--- config.mk ---
export PLATFORM = sky130hd
export DESIGN_NAME = x86_instruction_field_decoder_core_flat
export DESIGN_NICKNAME = d
export VERILOG_FILES = /design/src/design/xifd_pkg.sv /design/src/design/xifd_if.sv /design/src/design/xifd_seq.sv /design/src/design/xifd_outreg.sv /design/src/design/x86_instruction_field_decoder_core.sv /design/src/flat_wrapper.sv
export SDC_FILE = /design/constraint.sdc
export NUM_CORES = 1
export LEC_CHECK = 0
export BUFFER_PORTS_ARGS = -buffer_cell sky130_fd_sc_hd__buf_2
export CORE_ASPECT_RATIO = 1.1
export CORE_MARGIN = 2
export CORE_UTILIZATION = 55
export DETAILED_ROUTE_END_ITERATION = 10
export GPL_TIMING_DRIVEN = 0
export PLACE_DENSITY = 0.74
export SLEW_MARGIN = 20
export SYNTH_ARGS = -nofsm -noshare
export SYNTH_HDL_FRONTEND = slang
export SYNTH_SLANG_ARGS = --single-unit
--- constraint.sdc ---
create_clock -name clk -period 7.3 [get_ports clk]
set_input_delay 1.46 -clock clk [delete_from_list [all_inputs] [get_ports clk]]
set_output_delay 1.46 -clock clk [all_outputs]
set_load 0.02 [all_outputs]
--- src/design/xifd_pkg.sv ---
// Shared types, constants and opcode decode functions for the x86 field decoder.
package xifd_pkg;

  localparam int unsigned MAX_INSN_LEN = 15;
  localparam logic [3:0] LEN_CAP = (MAX_INSN_LEN < 15) ? 4'(MAX_INSN_LEN) : 4'd15;

  localparam logic [7:0] PFX_OPSZ  = 8'h66;
  localparam logic [7:0] PFX_REPNE = 8'hf2;
  localparam logic [7:0] PFX_REP   = 8'hf3;
  localparam logic [7:0] PFX_LOCK  = 8'hf0;
  localparam logic [7:0] PFX_FS    = 8'h64;
  localparam logic [7:0] PFX_GS    = 8'h65;
  localparam logic [7:0] PFX_ES    = 8'h26;
  localparam logic [7:0] PFX_CS    = 8'h2e;
  localparam logic [7:0] PFX_SS    = 8'h36;
  localparam logic [7:0] PFX_DS    = 8'h3e;
  localparam logic [7:0] ESC_0F    = 8'h0f;

  localparam logic [1:0] SEG_NONE = 2'd0;
  localparam logic [1:0] SEG_FS   = 2'd1;
  localparam logic [1:0] SEG_GS   = 2'd2;

  localparam logic [1:0] REP_NONE  = 2'd0;
  localparam logic [1:0] REP_REP   = 2'd1;
  localparam logic [1:0] REP_REPNE = 2'd2;

  // Immediate width codes; IMM_NONE marks an opcode with no immediate.
  localparam logic [2:0] IMM_S8   = 3'd0;
  localparam logic [2:0] IMM_S16  = 3'd1;
  localparam logic [2:0] IMM_S32  = 3'd2;
  localparam logic [2:0] IMM_U16  = 3'd3;
  localparam logic [2:0] IMM_NONE = 3'd4;

  typedef struct packed {
    logic [3:0]  insn_length;
    logic        two_byte_opcode;
    logic [7:0]  opcode;
    logic        has_modrm;
    logic [7:0]  modrm_byte;
    logic [7:0]  sib_byte;
    logic signed [31:0] displacement;
    logic signed [31:0] immediate;
    logic        operand_size_16;
    logic [1:0]  rep_kind;
    logic        lock_prefix;
    logic [1:0]  segment_override;
  } insn_t;

  function automatic logic needs_modrm(input logic two, input logic [7:0] op);
    logic r;
    if (two) begin
      r = (op >= 8'h40 && op <= 8'h4f) || (op >= 8'h90 && op <= 8'h9f) ||
          op == 8'ha3 || op == 8'haf || op == 8'hb0 || op == 8'hb1 ||
          op == 8'hb6 || op == 8'hb7 || op == 8'hbe || op == 8'hbf ||
          op == 8'hc0 || op == 8'hc1;
    end else if (op < 8'h40 && op[2:0] < 3'd4) begin
      r = 1'b1;
    end else begin
      r = op == 8'h69 || op == 8'h6b || op == 8'h80 || op == 8'h81 ||
          op == 8'h83 || (op >= 8'h84 && op <= 8'h8b) || op == 8'h8d ||
          op == 8'hc0 || op == 8'hc1 || (op >= 8'hd0 && op <= 8'hd3) ||
          op == 8'hc6 || op == 8'hc7 || op == 8'hf6 || op == 8'hf7 ||
          op == 8'hfe || op == 8'hff || (op >= 8'hd8 && op <= 8'hdf);
    end
    return r;
  endfunction

  function automatic logic [2:0] imm_code(input logic two, input logic [7:0] op,
                                          input logic [2:0] reg_f, input logic opsz);
    logic [2:0] vs;
    logic [2:0] r;
    vs = opsz ? IMM_S16 : IMM_S32;
    if (two) begin
      r = (op >= 8'h80 && op <= 8'h8f) ? IMM_S32 : IMM_NONE;
    end else if (op < 8'h40 && op[2:0] == 3'd4) begin
      r = IMM_S8;
    end else if (op < 8'h40 && op[2:0] == 3'd5) begin
      r = vs;
    end else if ((op >= 8'h70 && op <= 8'h7f) || (op >= 8'hb0 && op <= 8'hb7) ||
                 op == 8'h6a || op == 8'h6b || op == 8'h80 || op == 8'h83 ||
                 op == 8'ha8 || op == 8'hc0 || op == 8'hc1 || op == 8'hc6 ||
                 op == 8'heb) begin
      r = IMM_S8;
    end else if (op == 8'h69 || op == 8'h81 || op == 8'ha9 || op == 8'hc7 ||
                 (op >= 8'hb8 && op <= 8'hbf)) begin
      r = vs;
    end else if (op == 8'h68 || op == 8'he8 || op == 8'he9) begin
      r = IMM_S32;
    end else if (op == 8'hc2) begin
      r = IMM_U16;
    end else if (op == 8'hf6 && reg_f < 3'd2) begin
      r = IMM_S8;
    end else if (op == 8'hf7 && reg_f < 3'd2) begin
      r = vs;
    end else begin
      r = IMM_NONE;
    end
    return r;
  endfunction

endpackage

--- src/design/xifd_if.sv ---
// Valid/ready channel interfaces for code bytes and decoded instructions.
interface xifd_byte_if;
  logic       valid;
  logic       ready;
  logic [7:0] code_byte;
  modport source (output valid, output code_byte, input ready);
  modport sink (input valid, input code_byte, output ready);
endinterface

interface xifd_insn_if;
  logic        valid;
  logic        ready;
  logic [3:0]  insn_length;
  logic        two_byte_opcode;
  logic [7:0]  opcode;
  logic        has_modrm;
  logic [7:0]  modrm_byte;
  logic [7:0]  sib_byte;
  logic signed [31:0] displacement;
  logic signed [31:0] immediate;
  logic        operand_size_16;
  logic [1:0]  rep_kind;
  logic        lock_prefix;
  logic [1:0]  segment_override;
  modport source (output valid, output insn_length, output two_byte_opcode, output opcode,
                  output has_modrm, output modrm_byte, output sib_byte, output displacement,
                  output immediate, output operand_size_16, output rep_kind,
                  output lock_prefix, output segment_override, input ready);
  modport sink (input valid, input insn_length, input two_byte_opcode, input opcode,
                input has_modrm, input modrm_byte, input sib_byte, input displacement,
                input immediate, input operand_size_16, input rep_kind,
                input lock_prefix, input segment_override, output ready);
endinterface

--- src/design/xifd_seq.sv ---
// Per-byte instruction parser: phase state, field capture and result formation.
module xifd_seq (
  input  logic          clk,
  input  logic          rst,
  input  logic          step,
  input  logic [7:0]    code_byte,
  output logic          emit,
  output xifd_pkg::insn_t result
);
  import xifd_pkg::*;

  typedef enum logic [5:0] {
    PH_PREFIX = 6'b000001,
    PH_ESC    = 6'b000010,
    PH_MODRM  = 6'b000100,
    PH_SIB    = 6'b001000,
    PH_DISP   = 6'b010000,
    PH_IMM    = 6'b100000
  } phase_t;

  phase_t      phase, phase_next;
  logic [3:0]  byte_count, byte_count_next;
  logic        opsz, opsz_next, rep, rep_next, repne, repne_next, lock, lock_next;
  logic [1:0]  seg, seg_next;
  logic        op_two, op_two_next;
  logic [7:0]  opcode, opcode_next;
  logic        modrm_v, modrm_v_next;
  logic [7:0]  modrm, modrm_next, sib, sib_next;
  logic [31:0] disp_acc, disp_acc_next, imm_acc, imm_acc_next;
  logic [2:0]  disp_left, disp_left_next, imm_left, imm_left_next;
  logic [1:0]  imm_w, imm_w_next;

  always_comb begin
    logic       do_adv, do_fin, after_op;
    logic [2:0] ic;
    logic [2:0] plan_reg;
    logic [1:0] md;
    phase_next = phase;
    byte_count_next = (byte_count < LEN_CAP) ? byte_count + 4'd1 : byte_count;
    opsz_next = opsz; rep_next = rep; repne_next = repne; lock_next = lock;
    seg_next = seg; op_two_next = op_two; opcode_next = opcode;
    modrm_v_next = modrm_v; modrm_next = modrm; sib_next = sib;
    disp_acc_next = disp_acc; imm_acc_next = imm_acc;
    disp_left_next = disp_left; imm_left_next = imm_left; imm_w_next = imm_w;
    do_adv = 1'b0; do_fin = 1'b0; after_op = 1'b0; plan_reg = 3'd0; md = 2'd0;
    ic = IMM_NONE;

    case (phase)
      PH_PREFIX: begin
        case (code_byte)
          PFX_OPSZ:  opsz_next = 1'b1;
          PFX_REPNE: repne_next = 1'b1;
          PFX_REP:   rep_next = 1'b1;
          PFX_LOCK:  lock_next = 1'b1;
          PFX_ES, PFX_CS, PFX_SS, PFX_DS: ;
          PFX_FS:    seg_next = SEG_FS;
          PFX_GS:    seg_next = SEG_GS;
          ESC_0F:    phase_next = PH_ESC;
          default: begin
            op_two_next = 1'b0;
            opcode_next = code_byte;
            after_op = 1'b1;
          end
        endcase
      end
      PH_ESC: begin
        op_two_next = 1'b1;
        opcode_next = code_byte;
        after_op = 1'b1;
      end
      PH_MODRM: begin
        modrm_v_next = 1'b1;
        modrm_next = code_byte;
        plan_reg = code_byte[5:3];
        ic = imm_code(op_two, opcode, plan_reg, opsz);
        imm_left_next = (ic == IMM_NONE) ? 3'd0 : (ic == IMM_S8) ? 3'd1 :
                        (ic == IMM_S32) ? 3'd4 : 3'd2;
        imm_w_next = (ic == IMM_NONE) ? 2'd0 : ic[1:0];
        md = code_byte[7:6];
        if (md == 2'd3) begin
          do_adv = 1'b1;
        end else if (code_byte[2:0] == 3'd4) begin
          phase_next = PH_SIB;
        end else begin
          if (md == 2'd0 && code_byte[2:0] == 3'd5) disp_left_next = 3'd4;
          else if (md == 2'd1) disp_left_next = 3'd1;
          else if (md == 2'd2) disp_left_next = 3'd4;
          do_adv = 1'b1;
        end
      end
      PH_SIB: begin
        sib_next = code_byte;
        md = modrm[7:6];
        if (md == 2'd0 && code_byte[2:0] == 3'd5) disp_left_next = 3'd4;
        else if (md == 2'd1) disp_left_next = 3'd1;
        else if (md == 2'd2) disp_left_next = 3'd4;
        do_adv = 1'b1;
      end
      PH_DISP: begin
        disp_acc_next = {code_byte, disp_acc[31:8]};
        disp_left_next = disp_left - 3'd1;
        if (disp_left_next == 3'd0) do_adv = 1'b1;
      end
      PH_IMM: begin
        imm_acc_next = {code_byte, imm_acc[31:8]};
        imm_left_next = imm_left - 3'd1;
        if (imm_left_next == 3'd0) do_fin = 1'b1;
      end
      default: phase_next = PH_PREFIX;
    endcase

    if (after_op) begin
      if (needs_modrm(op_two_next, opcode_next)) begin
        phase_next = PH_MODRM;
      end else begin
        if (!op_two_next && opcode_next >= 8'ha0 && opcode_next <= 8'ha3)
          disp_left_next = 3'd4;
        ic = imm_code(op_two_next, opcode_next, 3'd0, opsz);
        imm_left_next = (ic == IMM_NONE) ? 3'd0 : (ic == IMM_S8) ? 3'd1 :
                        (ic == IMM_S32) ? 3'd4 : 3'd2;
        imm_w_next = (ic == IMM_NONE) ? 2'd0 : ic[1:0];
        do_adv = 1'b1;
      end
    end

    if (do_adv) begin
      if (disp_left_next != 3'd0) phase_next = PH_DISP;
      else if (imm_left_next != 3'd0) phase_next = PH_IMM;
      else do_fin = 1'b1;
    end

    emit = step && do_fin;
    result.insn_length = byte_count_next;
    result.two_byte_opcode = op_two_next;
    result.opcode = opcode_next;
    result.has_modrm = modrm_v_next;
    result.modrm_byte = modrm_next;
    result.sib_byte = sib_next;
    result.displacement = (modrm_v_next && modrm_next[7:6] == 2'd1) ?
                          {{24{disp_acc_next[31]}}, disp_acc_next[31:24]} : disp_acc_next;
    case (imm_w_next)
      IMM_S8[1:0]:  result.immediate = {{24{imm_acc_next[31]}}, imm_acc_next[31:24]};
      IMM_S16[1:0]: result.immediate = {{16{imm_acc_next[31]}}, imm_acc_next[31:16]};
      IMM_S32[1:0]: result.immediate = imm_acc_next;
      default:      result.immediate = {16'd0, imm_acc_next[31:16]};
    endcase
    result.operand_size_16 = opsz_next;
    result.rep_kind = rep_next ? REP_REP : repne_next ? REP_REPNE : REP_NONE;
    result.lock_prefix = lock_next;
    result.segment_override = seg_next;

    if (do_fin) begin
      phase_next = PH_PREFIX; byte_count_next = 4'd0;
      opsz_next = 1'b0; rep_next = 1'b0; repne_next = 1'b0; lock_next = 1'b0;
      seg_next = SEG_NONE; op_two_next = 1'b0; opcode_next = 8'd0;
      modrm_v_next = 1'b0; modrm_next = 8'd0; sib_next = 8'd0;
      disp_acc_next = 32'd0; imm_acc_next = 32'd0;
      disp_left_next = 3'd0; imm_left_next = 3'd0; imm_w_next = 2'd0;
    end
  end

  always_ff @(posedge clk) begin
    if (rst) begin
      phase <= PH_PREFIX; byte_count <= 4'd0;
      opsz <= 1'b0; rep <= 1'b0; repne <= 1'b0; lock <= 1'b0; seg <= SEG_NONE;
      op_two <= 1'b0; opcode <= 8'd0; modrm_v <= 1'b0; modrm <= 8'd0; sib <= 8'd0;
      disp_acc <= 32'd0; imm_acc <= 32'd0;
      disp_left <= 3'd0; imm_left <= 3'd0; imm_w <= 2'd0;
    end else if (step) begin
      phase <= phase_next; byte_count <= byte_count_next;
      opsz <= opsz_next; rep <= rep_next; repne <= repne_next; lock <= lock_next;
      seg <= seg_next; op_two <= op_two_next; opcode <= opcode_next;
      modrm_v <= modrm_v_next; modrm <= modrm_next; sib <= sib_next;
      disp_acc <= disp_acc_next; imm_acc <= imm_acc_next;
      disp_left <= disp_left_next; imm_left <= imm_left_next; imm_w <= imm_w_next;
    end
  end
endmodule

--- src/design/xifd_outreg.sv ---
// Result register that holds one decoded instruction until the consumer takes it.
module xifd_outreg (
  input  logic            clk,
  input  logic            rst,
  input  logic            load,
  input  xifd_pkg::insn_t load_data,
  output logic            can_take,
  xifd_insn_if.source     insn
);
  import xifd_pkg::*;

  logic  valid;
  insn_t data;

  assign can_take = !valid || insn.ready;

  always_ff @(posedge clk) begin
    if (rst) begin
      valid <= 1'b0;
    end else if (can_take) begin
      valid <= load;
    end
  end

  always_ff @(posedge clk) begin
    if (can_take && load) begin
      data <= load_data;
    end
  end

  assign insn.valid = valid;
  assign insn.insn_length = data.insn_length;
  assign insn.two_byte_opcode = data.two_byte_opcode;
  assign insn.opcode = data.opcode;
  assign insn.has_modrm = data.has_modrm;
  assign insn.modrm_byte = data.modrm_byte;
  assign insn.sib_byte = data.sib_byte;
  assign insn.displacement = data.displacement;
  assign insn.immediate = data.immediate;
  assign insn.operand_size_16 = data.operand_size_16;
  assign insn.rep_kind = data.rep_kind;
  assign insn.lock_prefix = data.lock_prefix;
  assign insn.segment_override = data.segment_override;
endmodule

--- src/design/x86_instruction_field_decoder_core.sv ---
// Top level of the x86 instruction field decoder: byte parser and result register.
// Latency: the transaction that carries an instruction's last byte makes its result
// valid on the next cycle; one code byte is accepted per cycle, limited only by the
// result register when a finished instruction is still waiting to be taken.
// Reset (rst, synchronous, active high) returns the parser to the prefix phase with
// all captured fields cleared and empties the result register.
module x86_instruction_field_decoder_core (
  input  logic        clk,
  input  logic        rst,
  xifd_byte_if.sink   code,
  xifd_insn_if.source insn
);
  import xifd_pkg::*;

  logic  can_take;
  logic  step;
  logic  emit;
  insn_t result;

  // A code byte is taken whenever the result register can absorb a possible result,
  // so the parser can stall in the middle of an instruction while a result waits.
  assign code.ready = can_take;
  assign step = code.valid && can_take;

  // The parser updates its phase state for each accepted byte and forms the full
  // result in the same cycle as the byte that ends the instruction.
  xifd_seq u_seq (
    .clk       (clk),
    .rst       (rst),
    .step      (step),
    .code_byte (code.code_byte),
    .emit      (emit),
    .result    (result)
  );

  // The result register separates the two handshakes: a byte can be accepted while
  // the consumer is taking the previous result in the same cycle.
  xifd_outreg u_outreg (
    .clk       (clk),
    .rst       (rst),
    .load      (emit),
    .load_data (result),
    .can_take  (can_take),
    .insn      (insn)
  );
endmodule
--- src/flat_wrapper.sv ---
// flat-port wrapper written by rule: the top's interface ports become plain ports
module x86_instruction_field_decoder_core_flat import xifd_pkg::*;
  (clk, rst, code_valid, code_code_byte, code_ready, insn_valid, insn_insn_length, insn_two_byte_opcode, insn_opcode, insn_has_modrm, insn_modrm_byte, insn_sib_byte, insn_displacement, insn_immediate, insn_operand_size_16, insn_rep_kind, insn_lock_prefix, insn_segment_override, insn_ready);
  xifd_byte_if code_i ();
  xifd_insn_if insn_i ();
  input  logic clk;
  input  logic rst;
  input wire logic [$bits(code_i.valid)-1:0] code_valid;
  input wire logic [$bits(code_i.code_byte)-1:0] code_code_byte;
  output wire logic [$bits(code_i.ready)-1:0] code_ready;
  output wire logic [$bits(insn_i.valid)-1:0] insn_valid;
  output wire logic [$bits(insn_i.insn_length)-1:0] insn_insn_length;
  output wire logic [$bits(insn_i.two_byte_opcode)-1:0] insn_two_byte_opcode;
  output wire logic [$bits(insn_i.opcode)-1:0] insn_opcode;
  output wire logic [$bits(insn_i.has_modrm)-1:0] insn_has_modrm;
  output wire logic [$bits(insn_i.modrm_byte)-1:0] insn_modrm_byte;
  output wire logic [$bits(insn_i.sib_byte)-1:0] insn_sib_byte;
  output wire logic [$bits(insn_i.displacement)-1:0] insn_displacement;
  output wire logic [$bits(insn_i.immediate)-1:0] insn_immediate;
  output wire logic [$bits(insn_i.operand_size_16)-1:0] insn_operand_size_16;
  output wire logic [$bits(insn_i.rep_kind)-1:0] insn_rep_kind;
  output wire logic [$bits(insn_i.lock_prefix)-1:0] insn_lock_prefix;
  output wire logic [$bits(insn_i.segment_override)-1:0] insn_segment_override;
  input wire logic [$bits(insn_i.ready)-1:0] insn_ready;
  assign code_i.valid = code_valid;
  assign code_i.code_byte = code_code_byte;
  assign code_ready = code_i.ready;
  assign insn_valid = insn_i.valid;
  assign insn_insn_length = insn_i.insn_length;
  assign insn_two_byte_opcode = insn_i.two_byte_opcode;
  assign insn_opcode = insn_i.opcode;
  assign insn_has_modrm = insn_i.has_modrm;
  assign insn_modrm_byte = insn_i.modrm_byte;
  assign insn_sib_byte = insn_i.sib_byte;
  assign insn_displacement = insn_i.displacement;
  assign insn_immediate = insn_i.immediate;
  assign insn_operand_size_16 = insn_i.operand_size_16;
  assign insn_rep_kind = insn_i.rep_kind;
  assign insn_lock_prefix = insn_i.lock_prefix;
  assign insn_segment_override = insn_i.segment_override;
  assign insn_i.ready = insn_ready;
  x86_instruction_field_decoder_core u_core (.clk(clk), .rst(rst), .code(code_i), .insn(insn_i));
endmodule
* Word-level counts from Yosys, hierarchy flattened
Index checks and enable logic that the tools add are counted.
** Storage, ports and cells
- Bits in registers :: 215
- Bits of input ports :: 12
- Output and inout bits :: 102
- Logic and storage cells :: 366
** Operators by class
- Add/subtract/negate cells :: 3
- Order comparisons :: 33
- Equality and inequality tests :: 84
- Mux-type cells :: 115
- Reduce and logical (&&, ||, !) cells :: 101
** Operators by type and width (count)
- $eq 8x8->1 const B :: 44
- $mux 3 :: 44
- $mux 32 :: 4
- $pmux 32 s3 :: 1
- $eq 8x7->1 const B :: 11
- $ge 8x8->1 const B :: 11
- $le 8x8->1 const B :: 11
- $logic_or 1x1->1 :: 60
- $mux 6 :: 9
- $mux 8 :: 6
- $eq 8x6->1 const B :: 4
- $mux 31 :: 1
- $mux 1 :: 30
- $logic_and 1x1->1 :: 28
- $eq 3x3->1 const B :: 8
- $ge 8x7->1 const B :: 3
- $le 8x7->1 const B :: 3
- $mux 2 :: 10
- $pmux 6 s3 :: 1
- $lt 8x7->1 const B :: 2
- $pmux 8 s2 :: 1
- $logic_not 3->1 :: 4
- $reduce_or 11->1 :: 1
- $pmux 3 s3 :: 1
- other kinds (24) :: 38

* Depth between registers and ports, before layout
- Word-level depth :: 38
- Gate-level depth with buffers :: 17
- Mapped depth without buffers :: 10

* Modules after synthesis
Synthesis repeated with hierarchy kept, for this count alone.
** Second synthesis, totals
- Cell total of the unflattened synthesis :: 1097
- Area, all modules :: 10832.9 um^2
** Modules (own cells, without submodules)
- xifd_seq :: times used 1, cells each 991, area an instance 7768.7 um^2
- xifd_outreg :: times used 1, cells each 105, area an instance 3057.9 um^2
- x86_instruction_field_decoder_core :: times used 1, cells each 1, area an instance 6.3 um^2

* Least setup slack after synthesis
No wires, ideal clock.
- Path type :: input to register
- From :: input code_code_byte[3]
- To :: register u_core.u_outreg.data, in the netlist u_core.u_outreg.insn.displacement[0] (enable)
- Setup time :: 0.470 ns
- Arrival time :: 6.339 ns
- Setup slack :: 0.491 ns
- Cell stages on the path :: 12
- Cells stage by stage :: buf_6 -> nor4bb_1 -> o211a_1 -> or2_1 -> buf_2 -> o21ai_4 -> mux2_2 -> a2111oi_4 -> a32o_2 -> a32oi_2 -> o21ai_1 -> and2_1
** Between the ends
- Cells in the longest elaborated chain, start to end :: 34
** Ends and longest elaborated chain
- start: declaration :: RTL line flat_wrapper.sv:9 : input wire logic [$bits(code_i.code_byte)-1:0] code_code_byte;
- $eq 8x4->1, or another cell as far along :: RTL line xifd_seq.sv:50 : case (code_byte)
- $reduce_or 11->1 (no source line)
- $mux 8 :: RTL line xifd_seq.sv:50
- $pmux 8 s2 :: RTL line xifd_seq.sv:48 : case (phase)
- $ge 8x7->1, or another cell as far along :: RTL line xifd_pkg.sv:79 : end else if ((op >= 8'h70 && op <= 8'h7f) || (op >= 8'hb0 && op <= 8'hb7) ||
- $logic_and 1x1->1 :: RTL line xifd_pkg.sv:79
- $logic_or 1x1->1 (2 in a row) :: RTL line xifd_pkg.sv:79
- $logic_or 1x1->1 (4 in a row) :: RTL line xifd_pkg.sv:80 : op == 8'h6a || op == 8'h6b || op == 8'h80 || op == 8'h83 ||
- (+14 left out)
- $mux 3 :: RTL line xifd_seq.sv:113 : if (needs_modrm(op_two_next, opcode_next)) begin
- $mux 3 :: RTL line xifd_seq.sv:112 : if (after_op) begin
- $reduce_bool 3->1 :: RTL line xifd_seq.sv:128 : else if (imm_left_next != 3'd0) phase_next = PH_IMM;
- $mux 1 :: RTL line xifd_seq.sv:128
- $mux 1 :: RTL line xifd_seq.sv:127 : if (disp_left_next != 3'd0) phase_next = PH_DISP;
- $mux 1 * :: RTL line xifd_seq.sv:126 : if (do_adv) begin
- $logic_and 1x1->1 * :: RTL line xifd_seq.sv:132 : emit = step && do_fin;
- $logic_and 1x1->1 * :: RTL line xifd_outreg.sv:26 : if (can_take && load) begin
- end signal: assignment :: RTL line xifd_outreg.sv:27 : data <= load_data;
- end: declaration :: RTL line xifd_outreg.sv:13 : insn_t data;
Every way passes the cells marked *; elsewhere a longest branch is shown, timed or not. The select of a mux whose other input is x is not followed.
A chain may end at the register's enable or synchronous reset.

* Worst setup path in the final report
- From :: input code_code_byte[2]
- To :: register u_core.u_outreg.data, in the netlist u_core.u_outreg.insn.sib_byte[5] (enable)
Same word-level chain as after synthesis.

==> impl_metrics.env <==
export IMPL_status="complete, no violations"
export IMPL_hp_class="register to register"
export IMPL_rr_startpoint="u_core.u_seq.phase[2]"
export IMPL_fin_ws_ns=1.49
export IMPL_final_util_pct=63.9
export IMPL_p_seq_share_pct=32.4
export IMPL_slowest_delay_ns=0.65
export IMPL_cts_hold_buffers=0
export IMPL_crit_required_ns=7.48
export IMPL_worstSetupEndpointType="register"
export IMPL_synth_edff_count=100
export IMPL_synth_cell_area_mm2=0.0119
export IMPL_drive_gt1_share_pct=19.5
export IMPL_path_cells="buf_2, clkbuf_1, clkbuf_1, buf_2, nand3_1, a21oi_1, a2111oi_0, a211oi_1, nand2_1, nor3_1, o21ai_1, o21ai_1, and2_4, buf_16"
export IMPL_p_per_area_mw_per_mm2=384
export IMPL_start_kind="primary input"
export IMPL_p_sw_mw=2.17
export IMPL_worstSetupStartpoint="code_code_byte[2]"
export IMPL_post_cts_resized=0
export IMPL_wirelength_um=34700
export IMPL_synthCells=1247
export IMPL_ant_nets=0
export IMPL_cts_buffers=23
export IMPL_cts_clk_slew_worst_paths_ns=0.06
export IMPL_place_ws_ns=1.17
export IMPL_post_cts_buffers=0
export IMPL_worst_slew_pin_slew_ns=0.995
export IMPL_die_x_um=144
export IMPL_routed_via_count=10500
export IMPL_p_leak_nw=5.02
export IMPL_cts_tree="yes"
export IMPL_grt_max_degree=65
export IMPL_whs_ns=0.460
export IMPL_cts_htree_levels=1
export IMPL_grt_pass1_vias=9535
export IMPL_hold_start="u_core.u_seq.imm_w[1]"
export IMPL_avgSynthCellArea_um2=9.56
export IMPL_ys_async_sr_fraction_pct=0
export IMPL_clkLatencyLatePin_ns=0.52
export IMPL_wl_met1_um=14900
export IMPL_clock_root_buffer="clkbuf_16"
export IMPL_placed_cells=1648
export IMPL_cts_buffer_depth=3
export IMPL_synth_seq_area_share_pct=44.5
export IMPL_core_mm2=0.0213
export IMPL_dr_wl_met3_um=2780
export IMPL_grt_antenna_before_repair=0
export IMPL_crit_family="buffers and inverters"
export IMPL_synthToLayoutAreaGrowth_pct=14.1
export IMPL_skew_ns=0.0208
export IMPL_min_period_ns=5.81
export IMPL_grt_usage_pct=29.7
export IMPL_ir_drop_v=0.000283
export IMPL_ys_ff_latch=215
export IMPL_synthMostInstantiatedCell="nand2_1"
export IMPL_critPathSlowestCell="and2_4"
export IMPL_drtIter0Drc=1165
export IMPL_rsz0062_at_grt="false"
export IMPL_via_per_inst=6.21
export IMPL_final_setup_viol_count=0
export IMPL_drtPass1Iterations=8
export IMPL_p_comb_share_pct=45.7
export IMPL_cp_max_fo=64
export IMPL_post_route_drc_count=0
export IMPL_instances_no_fill=1690
export IMPL_synth_top_area_cell="edfxtp_1"
export IMPL_clkPwrFrac_pct=22.0
export IMPL_cts_sinks=215
export IMPL_critPathKind="primary input to register"
export IMPL_p_int_mw=3.05
export IMPL_gr_total_overflow=0
export IMPL_route_met2_wl_um=16100
export IMPL_synth_main_ff_cell="dfxtp_1"
export IMPL_p_sw_share_pct=41.6
export IMPL_place_congestion=0.965
export IMPL_worstPathArrival_ns=5.99
export IMPL_synthDistinctLibCells=103
export IMPL_hpwl_um=24500
export IMPL_critical_path_buf_inv_count=5
export IMPL_fp_dieH_um=158
export IMPL_yosys_area_top_type_share_pct=25.2
export IMPL_synth_net_count=1264
export IMPL_layout_nets=1400
export IMPL_io_buffers=110
export IMPL_maxCapViolCount=0
export IMPL_p_total_mw=5.23
export IMPL_yosys_warnings=0
export IMPL_grt_pass1_wl_um=53000
export IMPL_fin_crit_sh_pct=79.6
export IMPL_routed_top_layer="met4"
export IMPL_max_freq_mhz=172
export IMPL_n_antenna_cell=0
export IMPL_maxSlewViolCount=0
export IMPL_synth_commonest_cells="nand2_1 (193), dfxtp_1 (115), edfxtp_1 (100), o21ai_0 (85), nor2_1 (66)"
export IMPL_avgRoutedWirePerCell_um=20.5
export IMPL_synthTopCellsByArea="edfxtp_1 (25%), dfxtp_1 (19%), nand2_1 (6.1%), a2bb2o_4 (3.7%), o21ai_0 (3.6%)"
export IMPL_num_rows=56
export IMPL_start_util_pct=56.0
export IMPL_relSlewSlack_pct=33.6
export IMPL_hold_viol=0
export IMPL_ioPinCount=114
export IMPL_dieArea_mm2=0.0229
layout make-up:
cell class              count  area (µm²)
repair buffers            111         578
clock inverters            15         134
flip-flops and latches    215        5310
inverters                  20        75.1
clock buffers              27         601
plain buffers             111         538
multi-input cells         901        6010
well taps                 290         363
fillers                  1829        7700
registers in the layout (all words and copies together), names as in the netlist, 2 cells and up:
name and cells:
u_core.u_outreg.insn.immediate 32, u_core.u_outreg.insn.sib_byte 8, u_core.u_outreg.insn.rep_kind 2, u_core.u_seq.phase 6, u_core.u_outreg.insn.insn_length 4, u_core.u_seq.byte_count 4
u_core.u_seq.imm_left 3, u_core.u_outreg.insn.displacement 32, u_core.u_seq.sib 8, u_core.u_outreg.insn.opcode 8, u_core.u_seq.seg 2, u_core.u_seq.imm_w 2
u_core.u_seq.disp_left 3, u_core.u_seq.modrm 8, u_core.u_outreg.insn.segment_override 2, u_core.u_seq.opcode 8, u_core.u_seq.imm_acc 32, u_core.u_seq.disp_acc 32
u_core.u_outreg.insn.modrm_byte 8
cells by family (layout without fill, tap and decap cells):
family	count (synthesis)	in the layout	synth area share, %
mux	54	54	4.87
fa+ha+maj	5	5	0.525
simple gates	455	455	18.9
compound gates	380	380	25.5
flops	215	215	44.5
xor+xnor	7	7	0.514
buf+inv	131	284	5.14
layer usage:
metal  up-vias  global-route usage, %
met5         -                      0
li1       4931                      -
met1      5026                   41.7
met4         0                   8.41
met3        61                   5.50
met2       481                   47.1
metrics by stage:
stage	instance area (µm²)	setup TNS [ns]
2_1_floorplan	11900	0
3_3_place_gp	12800	-117.67
3_5_place_dp	12900	0
4_1_cts	13600	0
5_1_grt	13600	0
6_report	13600	0
power groups by stage:
| stage | registers, mW | logic, mW | clock network [mW] |
|---|---|---|---|
| 2_1_floorplan | 2.00 | 1.45 | 0 |
| 3_5_place_dp | 1.72 | 2.34 | 0 |
| 5_1_grt | 1.72 | 2.56 | 1.20 |
| 4_1_cts | 1.69 | 2.35 | 1.16 |
| 6_report | 1.69 | 2.39 | 1.15 |
| 3_3_place_gp | 1.76 | 2.30 | 0 |
path summary, 6_finish.rpt:
check	end	slack (ns)	depth (start not counted)
max	u_core.u_outreg.insn.sib_byte[5]	1.49	14
min	u_core.u_seq.imm_w[1]	0.46	2
max reg2reg	u_core.u_outreg.insn.sib_byte[5]	2.43	12
min reg2reg	u_core.u_seq.imm_w[1]	0.46	2
worst register-to-register path, stage by stage, from the launching register on:
cell	delay [ns]
dfxtp_1	0.30
buf_2	0.18
nor4_4	0.30
nand3b_2	0.24
a21o_4	0.29
o21ai_4	0.26
mux2_2	0.40
a2111oi_4	0.41
a32o_2	0.32
a32oi_2	0.19
o21ai_1	0.59
and2_4	0.65
buf_16	0.36
cell usage in the layout (no fill, tap or decap), types with 22 or more instances in the layout:
cell type / n
nand2_1: 193
buf_2: 138
dfxtp_1: 115
edfxtp_1: 100
o21ai_0: 85
clkbuf_1: 68
nor2_1: 66
a21oi_1: 47
nand2b_1: 43
mux2i_1: 34
a22o_1: 32
a31oi_1: 30
nand4_1: 24
nor3_1: 23
clkbuf_16: 23
a2bb2o_4: 22
No activity file was read; power rests on OpenSTA's default activity.
